$ cat config.mk
export PLATFORM = sky130hd
export DESIGN_NAME = futex_wait_table_unit
export DESIGN_NICKNAME = d
export VERILOG_FILES = /design/src/rtl/core/fwt_pkg.sv /design/src/rtl/core/futex_wait_table_unit.sv /design/src/rtl/core/fwt_ram.sv /design/src/rtl/core/fwt_front.sv /design/src/rtl/core/fwt_queue.sv /design/src/rtl/core/fwt_back.sv
export VERILOG_INCLUDE_DIRS = /design/src /design/src/rtl/core
export SDC_FILE = /design/constraint.sdc
export NUM_CORES = 2
export LEC_CHECK = 0
export BUFFER_PORTS_ARGS = -buffer_cell sky130_fd_sc_hd__buf_4
export CAP_MARGIN = 5
export CORE_ASPECT_RATIO = 0.8
export CORE_UTILIZATION = 40
export DETAILED_ROUTE_END_ITERATION = 8
export SYNTH_ARGS = -nofsm -noshare
export SYNTH_HDL_FRONTEND = slang
export SYNTH_SLANG_ARGS = --single-unit
$ cat constraint.sdc
create_clock -name clk_i -period 8.55 [get_ports clk_i]
set_clock_uncertainty 0.2 [all_clocks]
set_input_delay 0.855 -clock clk_i [delete_from_list [all_inputs] [get_ports clk_i]]
set_output_delay 0.855 -clock clk_i [all_outputs]
set_load 0.05 [all_outputs]
$ cat src/rtl/core/futex_wait_table_unit_defines.svh
// Assertion helpers for the futex wait table engine (fwt_back).
// Each helper samples on clk_i and is disabled while rst_ni is low.
`ifndef FUTEX_WAIT_TABLE_UNIT_DEFINES_SVH
`define FUTEX_WAIT_TABLE_UNIT_DEFINES_SVH

`ifndef SYNTHESIS
`define FWT_ASSERT(name, prop, msg) \
  name: assert property (@(posedge clk_i) disable iff (!rst_ni) (prop)) else $error(msg);
`define FWT_ASSERT_NEXT(name, ante, cons, msg) \
  `FWT_ASSERT(name, (ante) |=> (cons), msg)
`else
`define FWT_ASSERT(name, prop, msg)
`define FWT_ASSERT_NEXT(name, ante, cons, msg)
`endif

`endif

$ cat src/rtl/core/fwt_pkg.sv
// ----------------------------------------------------------------------------
// fwt_pkg
// Types, field widths and codes shared by the futex wait table modules.
// ----------------------------------------------------------------------------
`timescale 1ns / 1ps

package fwt_pkg;

  localparam int TABLE_ENTRIES_DEF = 16;
  localparam int TASK_COUNT_DEF    = 64;
  localparam int ADDRESS_BITS_DEF  = 48;
  localparam int QUEUE_DEPTH       = 2;

  localparam int KIND_W    = 9;
  localparam int ADDR_W    = 48;
  localparam int VALUE_W   = 32;
  localparam int TASK_ID_W = 6;
  localparam int STATUS_W  = 3;
  localparam int CMD_W     = 7;

  localparam int IN_DATA_W  = 120;
  localparam int OUT_DATA_W = 8;

  localparam int PRIVATE_BIT = 7;

  localparam logic [CMD_W-1:0] CMD_WAIT = 7'd0;
  localparam logic [CMD_W-1:0] CMD_WAKE = 7'd1;

  localparam logic [VALUE_W-1:0] WAKE_ONE = 32'd1;

  typedef enum logic [STATUS_W-1:0] {
    ST_BLOCKED     = 3'd0,
    ST_WOKE        = 3'd1,
    ST_NONE        = 3'd2,
    ST_AGAIN       = 3'd3,
    ST_INVALID     = 3'd4,
    ST_UNSUPPORTED = 3'd5,
    ST_FULL        = 3'd6
  } status_e;

  typedef enum logic [1:0] {
    OP_REPORT = 2'd0,
    OP_WAIT   = 2'd1,
    OP_WAKE   = 2'd2
  } op_e;

  // One classified call on its way from the front end to the table engine.
  typedef struct packed {
    op_e                   op;
    status_e               status;
    logic [ADDR_W-1:0]     key;
    logic [TASK_ID_W-1:0]  task_id;
  } cmd_t;

endpackage

$ cat src/rtl/core/futex_wait_table_unit.sv
// ----------------------------------------------------------------------------
// futex_wait_table_unit
// Futex wait table: tracks waiting tasks per futex address and answers
// wait and wake calls one result word per call.
// ----------------------------------------------------------------------------
// Use: every call enters on the s_axis channel and gives exactly one result
// word on the m_axis channel, in call order. The op word travels in tuser.
// A front end classifies each call in the cycle it is taken and queues it
// (two deep); the table engine then handles one call at a time.
// Rejected calls (null address, private flag, unknown command, wake count
// other than one, value mismatch, task out of range) are answered from the
// idle state without a table access. A wait or a wake first scans the key
// memory one entry per cycle until the address matches or the last entry
// is read; a wake then searches the lowest waiter a byte a cycle.
// Reset empties the table at once (valid bits in flip-flops) and the queue.
// A stalled receiver holds the result word; calls are still taken until the
// queue is full, then s_axis_tready falls.
// ----------------------------------------------------------------------------
`timescale 1ns / 1ps

module futex_wait_table_unit
  import fwt_pkg::*;
#(
  parameter int TABLE_ENTRIES = TABLE_ENTRIES_DEF,
  parameter int TASK_COUNT    = TASK_COUNT_DEF,
  parameter int ADDRESS_BITS  = ADDRESS_BITS_DEF
) (
  input  logic                  clk_i,
  input  logic                  rst_ni,
  input  logic                  s_axis_tvalid,
  output logic                  s_axis_tready,
  // [47:0] address, [79:48] value, [111:80] current_value, [117:112] task_id
  input  logic [IN_DATA_W-1:0]  s_axis_tdata,
  // [8:0] kind
  input  logic [KIND_W-1:0]     s_axis_tuser,
  output logic                  m_axis_tvalid,
  input  logic                  m_axis_tready,
  // [5:0] woken_task
  output logic [OUT_DATA_W-1:0] m_axis_tdata,
  // [2:0] status
  output logic [STATUS_W-1:0]   m_axis_tuser
);

  cmd_t                 front_cmd;
  cmd_t                 queue_cmd;
  logic                 queue_ready;
  logic                 queue_valid;
  logic                 queue_pop;
  logic [TASK_ID_W-1:0] woken_task;

  fwt_front #(
    .TASK_COUNT   (TASK_COUNT),
    .ADDRESS_BITS (ADDRESS_BITS)
  ) u_front (
    .kind_i          (s_axis_tuser),
    .address_i       (s_axis_tdata[47:0]),
    .value_i         (s_axis_tdata[79:48]),
    .current_value_i (s_axis_tdata[111:80]),
    .task_id_i       (s_axis_tdata[117:112]),
    .cmd_o           (front_cmd)
  );

  fwt_queue #(.DEPTH(QUEUE_DEPTH)) u_queue (
    .clk_i      (clk_i),
    .rst_ni     (rst_ni),
    .push_i     (s_axis_tvalid && queue_ready),
    .push_cmd_i (front_cmd),
    .ready_o    (queue_ready),
    .pop_i      (queue_pop),
    .valid_o    (queue_valid),
    .pop_cmd_o  (queue_cmd)
  );

  fwt_back #(
    .TABLE_ENTRIES (TABLE_ENTRIES),
    .TASK_COUNT    (TASK_COUNT),
    .ADDRESS_BITS  (ADDRESS_BITS)
  ) u_back (
    .clk_i        (clk_i),
    .rst_ni       (rst_ni),
    .cmd_valid_i  (queue_valid),
    .cmd_i        (queue_cmd),
    .cmd_pop_o    (queue_pop),
    .res_valid_o  (m_axis_tvalid),
    .res_ready_i  (m_axis_tready),
    .res_status_o (m_axis_tuser),
    .res_task_o   (woken_task)
  );

  assign s_axis_tready = queue_ready;
  assign m_axis_tdata  = OUT_DATA_W'(woken_task);

endmodule

$ cat src/rtl/core/fwt_ram.sv
// ----------------------------------------------------------------------------
// fwt_ram
// Generic simple dual-port RAM with one write port and a registered read.
// ----------------------------------------------------------------------------
`timescale 1ns / 1ps

module fwt_ram #(
  parameter int WIDTH = 8,
  parameter int DEPTH = 16,
  localparam int AW = (DEPTH > 1) ? $clog2(DEPTH) : 1
) (
  input  logic             clk_i,
  input  logic             we_i,
  input  logic [AW-1:0]    waddr_i,
  input  logic [WIDTH-1:0] wdata_i,
  input  logic [AW-1:0]    raddr_i,
  output logic [WIDTH-1:0] rdata_o
);

  logic [WIDTH-1:0] mem_q [DEPTH];
  logic [WIDTH-1:0] rdata_q;

  always_ff @(posedge clk_i) begin
    if (we_i) begin
      mem_q[waddr_i] <= wdata_i;
    end
    rdata_q <= mem_q[raddr_i];
  end

  assign rdata_o = rdata_q;

endmodule

$ cat src/rtl/core/fwt_front.sv
// ----------------------------------------------------------------------------
// fwt_front
// Decodes a futex call and sorts out every call that needs no table access.
// ----------------------------------------------------------------------------
`timescale 1ns / 1ps

module fwt_front
  import fwt_pkg::*;
#(
  parameter int TASK_COUNT   = TASK_COUNT_DEF,
  parameter int ADDRESS_BITS = ADDRESS_BITS_DEF
) (
  input  logic [KIND_W-1:0]    kind_i,
  input  logic [ADDR_W-1:0]    address_i,
  input  logic [VALUE_W-1:0]   value_i,
  input  logic [VALUE_W-1:0]   current_value_i,
  input  logic [TASK_ID_W-1:0] task_id_i,
  output cmd_t                 cmd_o
);

  localparam int KEY_W = (ADDRESS_BITS < ADDR_W) ? ADDRESS_BITS : ADDR_W;
  localparam logic [TASK_ID_W:0] TaskLimit = (TASK_ID_W + 1)'(TASK_COUNT);

  logic [CMD_W-1:0]  cmd;
  logic [ADDR_W-1:0] key;

  assign cmd = kind_i[CMD_W-1:0];
  assign key = ADDR_W'(address_i[KEY_W-1:0]);

  always_comb begin
    cmd_o.op      = OP_REPORT;
    cmd_o.status  = ST_UNSUPPORTED;
    cmd_o.key     = key;
    cmd_o.task_id = task_id_i;
    if (key == '0) begin
      cmd_o.status = ST_INVALID;
    end else if (kind_i[PRIVATE_BIT]) begin
      cmd_o.status = ST_UNSUPPORTED;
    end else if (cmd == CMD_WAIT) begin
      if (value_i != current_value_i) begin
        cmd_o.status = ST_AGAIN;
      end else if ({1'b0, task_id_i} >= TaskLimit) begin
        cmd_o.status = ST_INVALID;
      end else begin
        cmd_o.op = OP_WAIT;
      end
    end else if (cmd == CMD_WAKE) begin
      if (value_i != WAKE_ONE) begin
        cmd_o.status = ST_UNSUPPORTED;
      end else begin
        cmd_o.op = OP_WAKE;
      end
    end
  end

endmodule

$ cat src/rtl/core/fwt_queue.sv
// ----------------------------------------------------------------------------
// fwt_queue
// Short first-in first-out queue of classified calls between the front end
// and the table engine.
// ----------------------------------------------------------------------------
`timescale 1ns / 1ps

module fwt_queue
  import fwt_pkg::*;
#(
  parameter int DEPTH = QUEUE_DEPTH,
  localparam int PTR_W = (DEPTH > 1) ? $clog2(DEPTH) : 1
) (
  input  logic clk_i,
  input  logic rst_ni,
  input  logic push_i,
  input  cmd_t push_cmd_i,
  output logic ready_o,
  input  logic pop_i,
  output logic valid_o,
  output cmd_t pop_cmd_o
);

  cmd_t             slot_q [DEPTH];
  logic [PTR_W-1:0] wr_ptr_q, wr_ptr_d;
  logic [PTR_W-1:0] rd_ptr_q, rd_ptr_d;
  logic [PTR_W:0]   count_q, count_d;

  assign ready_o   = (count_q != (PTR_W + 1)'(DEPTH));
  assign valid_o   = (count_q != '0);
  assign pop_cmd_o = slot_q[rd_ptr_q];

  always_comb begin
    wr_ptr_d = wr_ptr_q;
    rd_ptr_d = rd_ptr_q;
    count_d  = count_q;
    if (push_i) begin
      wr_ptr_d = (wr_ptr_q == PTR_W'(DEPTH - 1)) ? '0 : wr_ptr_q + 1'b1;
    end
    if (pop_i) begin
      rd_ptr_d = (rd_ptr_q == PTR_W'(DEPTH - 1)) ? '0 : rd_ptr_q + 1'b1;
    end
    if (push_i && !pop_i) begin
      count_d = count_q + 1'b1;
    end else if (pop_i && !push_i) begin
      count_d = count_q - 1'b1;
    end
  end

  always_ff @(posedge clk_i or negedge rst_ni) begin
    if (!rst_ni) begin
      wr_ptr_q <= '0;
      rd_ptr_q <= '0;
      count_q  <= '0;
    end else begin
      wr_ptr_q <= wr_ptr_d;
      rd_ptr_q <= rd_ptr_d;
      count_q  <= count_d;
    end
  end

  always_ff @(posedge clk_i) begin
    if (push_i) begin
      slot_q[wr_ptr_q] <= push_cmd_i;
    end
  end

endmodule

$ cat src/rtl/core/fwt_back.sv
// ----------------------------------------------------------------------------
// fwt_back
// Table engine: scans the key store, records waiters, releases the lowest
// waiter and holds the result word until the receiver takes it.
// ----------------------------------------------------------------------------
`timescale 1ns / 1ps

`include "futex_wait_table_unit_defines.svh"

module fwt_back
  import fwt_pkg::*;
#(
  parameter int TABLE_ENTRIES = TABLE_ENTRIES_DEF,
  parameter int TASK_COUNT    = TASK_COUNT_DEF,
  parameter int ADDRESS_BITS  = ADDRESS_BITS_DEF
) (
  input  logic                 clk_i,
  input  logic                 rst_ni,
  input  logic                 cmd_valid_i,
  input  cmd_t                 cmd_i,
  output logic                 cmd_pop_o,
  output logic                 res_valid_o,
  input  logic                 res_ready_i,
  output logic [STATUS_W-1:0]  res_status_o,
  output logic [TASK_ID_W-1:0] res_task_o
);

  localparam int KEY_W = (ADDRESS_BITS < ADDR_W) ? ADDRESS_BITS : ADDR_W;
  localparam int IDX_W = (TABLE_ENTRIES > 1) ? $clog2(TABLE_ENTRIES) : 1;
  localparam int NCH   = (TASK_COUNT + 7) / 8;
  localparam int CH_W  = (NCH > 1) ? $clog2(NCH) : 1;
  localparam int PE_W  = NCH * 8;

  typedef enum logic [4:0] {
    S_IDLE   = 5'b00001,
    S_SCAN   = 5'b00010,
    S_DECIDE = 5'b00100,
    S_WREAD  = 5'b01000,
    S_PENC   = 5'b10000
  } state_e;

  state_e state_q, state_d;

  cmd_t                 cmd_q, cmd_d;
  logic [TABLE_ENTRIES-1:0] used_q, used_d;
  logic [IDX_W-1:0]     cnt_q, cnt_d;
  logic                 hit_q, hit_d;
  logic [IDX_W-1:0]     hit_idx_q, hit_idx_d;
  logic                 free_q, free_d;
  logic [IDX_W-1:0]     free_idx_q, free_idx_d;
  logic [TASK_COUNT-1:0] word_q, word_d;
  logic [PE_W-1:0]      pe_q, pe_d;
  logic [CH_W-1:0]      chunk_q, chunk_d;

  logic                 out_valid_q, out_valid_d;
  status_e              out_status_q, out_status_d;
  logic [TASK_ID_W-1:0] out_task_q, out_task_d;

  logic                 key_we;
  logic [IDX_W-1:0]     key_waddr;
  logic [IDX_W-1:0]     key_raddr;
  logic [KEY_W-1:0]     key_rdata;
  logic                 wt_we;
  logic [IDX_W-1:0]     wt_waddr;
  logic [TASK_COUNT-1:0] wt_wdata;
  logic [IDX_W-1:0]     wt_raddr;
  logic [TASK_COUNT-1:0] wt_rdata;

  logic                 match;
  logic                 last_entry;
  logic [2:0]           enc;
  logic [TASK_ID_W-1:0] wbit;
  logic [TASK_COUNT-1:0] task_bit;

  fwt_ram #(.WIDTH(KEY_W), .DEPTH(TABLE_ENTRIES)) u_key_ram (
    .clk_i   (clk_i),
    .we_i    (key_we),
    .waddr_i (key_waddr),
    .wdata_i (cmd_q.key[KEY_W-1:0]),
    .raddr_i (key_raddr),
    .rdata_o (key_rdata)
  );

  fwt_ram #(.WIDTH(TASK_COUNT), .DEPTH(TABLE_ENTRIES)) u_waiter_ram (
    .clk_i   (clk_i),
    .we_i    (wt_we),
    .waddr_i (wt_waddr),
    .wdata_i (wt_wdata),
    .raddr_i (wt_raddr),
    .rdata_o (wt_rdata)
  );

  assign match      = used_q[cnt_q] && (key_rdata == cmd_q.key[KEY_W-1:0]);
  assign last_entry = (cnt_q == IDX_W'(TABLE_ENTRIES - 1));
  assign task_bit   = TASK_COUNT'(1) << cmd_q.task_id;

  // Lowest set bit of the byte under inspection.
  always_comb begin
    enc = '0;
    for (int i = 7; i >= 0; i--) begin
      if (pe_q[i]) begin
        enc = 3'(i);
      end
    end
  end

  assign wbit = TASK_ID_W'({chunk_q, enc});

  assign res_valid_o  = out_valid_q;
  assign res_status_o = out_status_q;
  assign res_task_o   = out_task_q;

  always_comb begin
    state_d      = state_q;
    cmd_d        = cmd_q;
    used_d       = used_q;
    cnt_d        = cnt_q;
    hit_d        = hit_q;
    hit_idx_d    = hit_idx_q;
    free_d       = free_q;
    free_idx_d   = free_idx_q;
    word_d       = word_q;
    pe_d         = pe_q;
    chunk_d      = chunk_q;
    out_valid_d  = out_valid_q;
    out_status_d = out_status_q;
    out_task_d   = out_task_q;
    cmd_pop_o    = 1'b0;
    key_we       = 1'b0;
    key_waddr    = free_idx_q;
    key_raddr    = '0;
    wt_we        = 1'b0;
    wt_waddr     = hit_idx_q;
    wt_wdata     = word_q;
    wt_raddr     = hit_idx_q;

    if (out_valid_q && res_ready_i) begin
      out_valid_d = 1'b0;
    end

    case (state_q)
      S_IDLE: begin
        if (cmd_valid_i && !out_valid_q) begin
          cmd_pop_o = 1'b1;
          cmd_d     = cmd_i;
          if (cmd_i.op == OP_REPORT) begin
            out_valid_d  = 1'b1;
            out_status_d = cmd_i.status;
            out_task_d   = '0;
          end else begin
            key_raddr = '0;
            cnt_d     = '0;
            hit_d     = 1'b0;
            free_d    = 1'b0;
            state_d   = S_SCAN;
          end
        end
      end
      S_SCAN: begin
        key_raddr = cnt_q + 1'b1;
        cnt_d     = cnt_q + 1'b1;
        if (match) begin
          hit_d     = 1'b1;
          hit_idx_d = cnt_q;
        end
        if (!used_q[cnt_q] && !free_q) begin
          free_d     = 1'b1;
          free_idx_d = cnt_q;
        end
        if (match || last_entry) begin
          state_d = S_DECIDE;
        end
      end
      S_DECIDE: begin
        if (hit_q) begin
          wt_raddr = hit_idx_q;
          state_d  = S_WREAD;
        end else begin
          state_d     = S_IDLE;
          out_valid_d = 1'b1;
          out_task_d  = '0;
          if (cmd_q.op == OP_WAKE) begin
            out_status_d = ST_NONE;
          end else if (free_q) begin
            // New address: claim the first free entry with just this waiter.
            key_we             = 1'b1;
            key_waddr          = free_idx_q;
            wt_we              = 1'b1;
            wt_waddr           = free_idx_q;
            wt_wdata           = task_bit;
            used_d[free_idx_q] = 1'b1;
            out_status_d       = ST_BLOCKED;
          end else begin
            out_status_d = ST_FULL;
          end
        end
      end
      S_WREAD: begin
        if (cmd_q.op == OP_WAIT) begin
          wt_we        = 1'b1;
          wt_waddr     = hit_idx_q;
          wt_wdata     = wt_rdata | task_bit;
          out_valid_d  = 1'b1;
          out_status_d = ST_BLOCKED;
          out_task_d   = '0;
          state_d      = S_IDLE;
        end else begin
          word_d  = wt_rdata;
          pe_d    = PE_W'(wt_rdata);
          chunk_d = '0;
          state_d = S_PENC;
        end
      end
      S_PENC: begin
        if (pe_q[7:0] != 8'd0) begin
          wt_we        = 1'b1;
          wt_waddr     = hit_idx_q;
          wt_wdata     = word_q & ~(TASK_COUNT'(1) << wbit);
          out_valid_d  = 1'b1;
          out_status_d = ST_WOKE;
          out_task_d   = wbit;
          state_d      = S_IDLE;
        end else if (chunk_q == CH_W'(NCH - 1)) begin
          // Nobody left waiting on this address: release the entry.
          used_d[hit_idx_q] = 1'b0;
          out_valid_d       = 1'b1;
          out_status_d      = ST_NONE;
          out_task_d        = '0;
          state_d           = S_IDLE;
        end else begin
          pe_d    = pe_q >> 8;
          chunk_d = chunk_q + 1'b1;
        end
      end
      default: begin
        state_d = S_IDLE;
      end
    endcase
  end

  always_ff @(posedge clk_i or negedge rst_ni) begin
    if (!rst_ni) begin
      state_q     <= S_IDLE;
      used_q      <= '0;
      out_valid_q <= 1'b0;
    end else begin
      state_q     <= state_d;
      used_q      <= used_d;
      out_valid_q <= out_valid_d;
    end
  end

  always_ff @(posedge clk_i) begin
    cmd_q        <= cmd_d;
    cnt_q        <= cnt_d;
    hit_q        <= hit_d;
    hit_idx_q    <= hit_idx_d;
    free_q       <= free_d;
    free_idx_q   <= free_idx_d;
    word_q       <= word_d;
    pe_q         <= pe_d;
    chunk_q      <= chunk_d;
    out_status_q <= out_status_d;
    out_task_q   <= out_task_d;
  end

  `FWT_ASSERT(a_pop_slot_free, cmd_pop_o |-> !out_valid_q, "call taken while result pending")
  `FWT_ASSERT(a_hit_entry_used, (state_q == S_WREAD) |-> used_q[hit_idx_q], "hit entry not in use")
  `FWT_ASSERT(a_woke_bit_set, (state_q == S_PENC) && (pe_q[7:0] != 8'd0) |-> word_q[wbit],
              "released task was not waiting")
  `FWT_ASSERT_NEXT(a_busy_no_result, (state_q != S_IDLE) && !out_valid_q && (state_d != S_IDLE),
                   !out_valid_q, "result raised before the call finished")

endmodule

==> flow_metrics.py <==
metrics = {
    "synthesis": {
        "synth_cells": 4577,
        "synthFlopType": "edfxtp_1",
        "synthDistinctLibCells": 89,
        "syn_avg_cell_area_um2": 19.1,
        "netlist_area_mm2": 0.0873,
        "synth_seq_area_share_pct": 76.2,
        "synth_edf_count": 2120,
        "async_reset_ff_share_pct": 1.15,
        "ys_ff_latch": 2258,
        "yosys_warnings": 0,
    },
    "drt": {
        "totalWireLength_um": 222000,
        "wl_per_cell_um": 28.1,
        "drc": 0,
        "ant_nets": 0,
        "drtPass1Iterations": 8,
        "drt_iter0_markers": 5379,
        "detail_route.vias_per_cell": 5.72,
        "vias": 45400,
    },
    "grt": {
        "grt_use_total_pct": 20.2,
        "antenna_found_initial": 8,
        "grt_pass1_wl_um": 320000,
        "grt_pass1_vias": 45100,
        "grt_max_degree": 129,
        "grt_overflow_total": 0,
    },
    "power_and_ir_drop": {
        "power_density_mw_per_mm2": 273,
        "p_leak_nw": 31.9,
        "irDropWorstVdd_mv": 0.308,
        "p_total_mw": 27.4,
    },
    "timing": {
        "setup_viol": 0,
        "drv_slew": 0,
        "tns_ns": 0,
        "hold_ws_ns": 0.0750,
        "fmax_mhz": 191,
        "finalCritPeriodShare_pct": 61.1,
        "hold_viol_final": 0,
        "slew_headroom_pct": 14.2,
        "fin_crit_ns": 5.22,
        "rsz0062_at_grt": "false",
        "tightest_slew_ns": 1.29,
    },
    "cells_and_area": {
        "drive_gt1_share_pct": 23.9,
        "final_area_mm2": 0.100,
        "syn2layout_area_growth_pct": 14.8,
        "multi_input_area_mm2": 0.0199,
        "fin_nets": 5022,
        "seq_area_mm2": 0.0666,
        "num-fill-cells": 18000,
        "final_util_pct": 46.5,
    },
    "clock_tree": {
        "postCtsHoldBufs": 54,
        "path_clk_slew_ns": 0.06,
        "ctsResizeCount": 0,
        "clock-sinks": 2258,
        "htreeDepth": 4,
        "post_cts_buffers": 0,
        "cts_buffer_depth": 3,
        "clk_latency_ns": 0.90,
        "cts-buffers-inserted": 216,
        "cts_tree": "yes",
        "cts_root_buf": "clkbuf_16",
    },
    "critical_path": {
        "critPathMaxFanout": 42,
        "regToRegSetupSlack_ns": 3.33,
        "r2r-end": "u_back.u_waiter_ram.mem_q[0][55]$_DFFE_PP_",
        "r2r_cells": 7,
        "crit_path_end_kind": "register",
        "path_class": "reg2reg",
        "regToRegStartpoint": "u_back.cmd_q[58]$_DFFE_PP_",
        "start_kind": "register",
        "cp.arrival_ns": 5.46,
        "cp.required_ns": 8.79,
    },
    "min_path": {
        "holdPathEnd": "u_queue.slot_q[1][43]$_DFFE_PP_",
        "hold_path.class": "in2reg",
        "min-delay-start": "s_axis_tdata[37]",
        "min_path_cells": 1,
    },
    "run": {
        "maxCapViolations": 0,
    },
    "outcome": {
        "outcome": "complete, no violations",
    },
    "floorplanning": {
        "ioPinCount": 146,
        "die_area_mm2": 0.220,
        "fp-row-count": 152,
        "die_h_um": 420,
        "core_area_mm2": 0.216,
        "die_w_um": 524,
        "initial_utilization_pct": 40.5,
    },
    "place": {
        "dpl.hpwl_um": 123000,
        "port_buffers": 140,
        "place_congestion": 0.894,
        "postPlaceCellArea_mm2": 0.0922,
    },
}
metal layers:
layer,share of wire (%),track usage (%),vias up
met2,45,30.1,1831
li1,-,-,19200
met3,7.5,3.59,312
met4,2.6,5.88,0
met1,45,30.3,24000
met5,0,0,-
worst max-delay path: stages (launching register included):
cell and delay [ns]:
edfxtp_1 0.42, nor2b_1 0.18, nor3b_2 0.84, nand2_1 0.68
o22ai_1 0.40, nand2_1 0.29, nor2_4 0.82, buf_4 0.88
power breakdown:
| group | internal (mW) | switching (mW) |
|---|---|---|
| Combinational | 1.36 | 2.58 |
| Clock | 5.52 | 4.26 |
| Sequential | 13.0 | 0.682 |
registers in the layout (all words and copies together) (netlist names):
name                         count
u_back.chunk_q                   3
u_back.cmd_q                    56
u_back.cnt_q                     4
u_back.free_idx_q                4
u_back.free_q                    1
u_back.hit_idx_q                 4
u_back.hit_q                     1
u_back.pe_q                     64
u_back.res_status_o              3
u_back.res_task_o                6
u_back.res_valid_o               1
u_back.state_q                   5
u_back.u_key_ram.mem_q         768
u_back.u_key_ram.rdata_o        48
u_back.u_waiter_ram.mem_q     1024
u_back.u_waiter_ram.rdata_o     64
u_back.used_q                   16
u_back.word_q                   64
u_queue.count_q                  2
u_queue.rd_ptr_q                 1
u_queue.slot_q                 118
u_queue.wr_ptr_q                 1
cells by family (layout without fill, tap and decap cells):
group / count (synthesis) / in the layout / share of synthesized area, %
flip-flops: 2258 / 2258 / 76.2
AND/OR/NAND/NOR: 772 / 772 / 4.08
AO/OA/AOI/OAI: 620 / 620 / 5.09
multiplexers: 576 / 576 / 12.3
buffers and inverters: 257 / 755 / 1.32
XOR/XNOR: 89 / 89 / 0.923
adder cells (fa/ha/maj): 4 / 4 / 0.0573
other: 1 / 5 / 0.00430
worst max path at each step:
stage | from | endpoint | depth (start not counted)
after floorplan | u_back.cmd_q[58]$_DFFE_PP_ | u_back.u_waiter_ram.mem_q[7][0]$_DFFE_PP_ | 7
after global placement | u_back.hit_q$_DFFE_PP_ | u_back.u_waiter_ram.mem_q[0][46]$_DFFE_PP_ | 7
after detailed placement | u_back.hit_q$_DFFE_PP_ | u_back.u_waiter_ram.mem_q[0][46]$_DFFE_PP_ | 7
after CTS | u_back.hit_q$_DFFE_PP_ | u_back.u_waiter_ram.mem_q[0][56]$_DFFE_PP_ | 7
after global routing | u_back.cmd_q[58]$_DFFE_PP_ | u_back.u_waiter_ram.mem_q[0][56]$_DFFE_PP_ | 8
final | u_back.cmd_q[58]$_DFFE_PP_ | u_back.u_waiter_ram.mem_q[0][55]$_DFFE_PP_ | 7
final cells by class:
type                    count  share of cell area (%)
diodes                      3                 0.00749
clock buffers             273                    5.76
clock inverters           136                    1.58
inverters                  11                  0.0412
multi-input cells        2063                    19.9
flip-flops and latches   2258                    66.4
well taps                2849                    3.56
repair buffers            335                    2.71
layout by cell type (no fill, tap or decap), drive strengths merged, types with 54 or more instances in the layout:
cell            n
mux4          385
dlygate4sd3    54
buf           281
nand2         323
dfxtp         112
o21ai         171
clkbuf        273
nor3           64
clkinv        101
mux2i         105
nor2          194
mux2           86
edfxtp       2120
a21oi         146
Yosys cell counts, drive strengths merged (10+ instances only):
library cell | number | area share (%)
nand2b | 20 | 0.14
a2bb2oi | 10 | 0.10
mux2 | 86 | 1.1
o211ai | 14 | 0.14
o21ai | 171 | 0.99
nor4 | 39 | 0.31
o22ai | 21 | 0.15
dfxtp | 112 | 2.6
xnor2 | 52 | 0.53
o221ai | 43 | 0.43
inv | 10 | 0.043
clkbuf | 140 | 0.60
buf | 106 | 0.68
a21oi | 146 | 0.84
a31oi | 21 | 0.15
nand2 | 323 | 1.4
mux2i | 105 | 1.2
nor3 | 64 | 0.39
nand3 | 24 | 0.17
a211oi | 49 | 0.58
xor2 | 37 | 0.39
a221o | 35 | 0.40
and2 | 15 | 0.11
mux4 | 385 | 10
dfrtp | 25 | 0.72
nor2b | 24 | 0.17
nor2 | 194 | 0.86
a221oi | 43 | 0.64
edfxtp | 2120 | 73
nand4 | 23 | 0.16
a31o | 12 | 0.12
and3 | 21 | 0.15
through the flow:
step / setup slack [ns] / std cells
floorplan: 1.74 / 4578
global placement: 3.49 / 7455
detailed placement: 3.44 / 7455
CTS: 3.36 / 7918
global route: 3.08 / 7926
finish: 3.33 / 7928
Note: power is estimated with default switching activity, not from simulation.
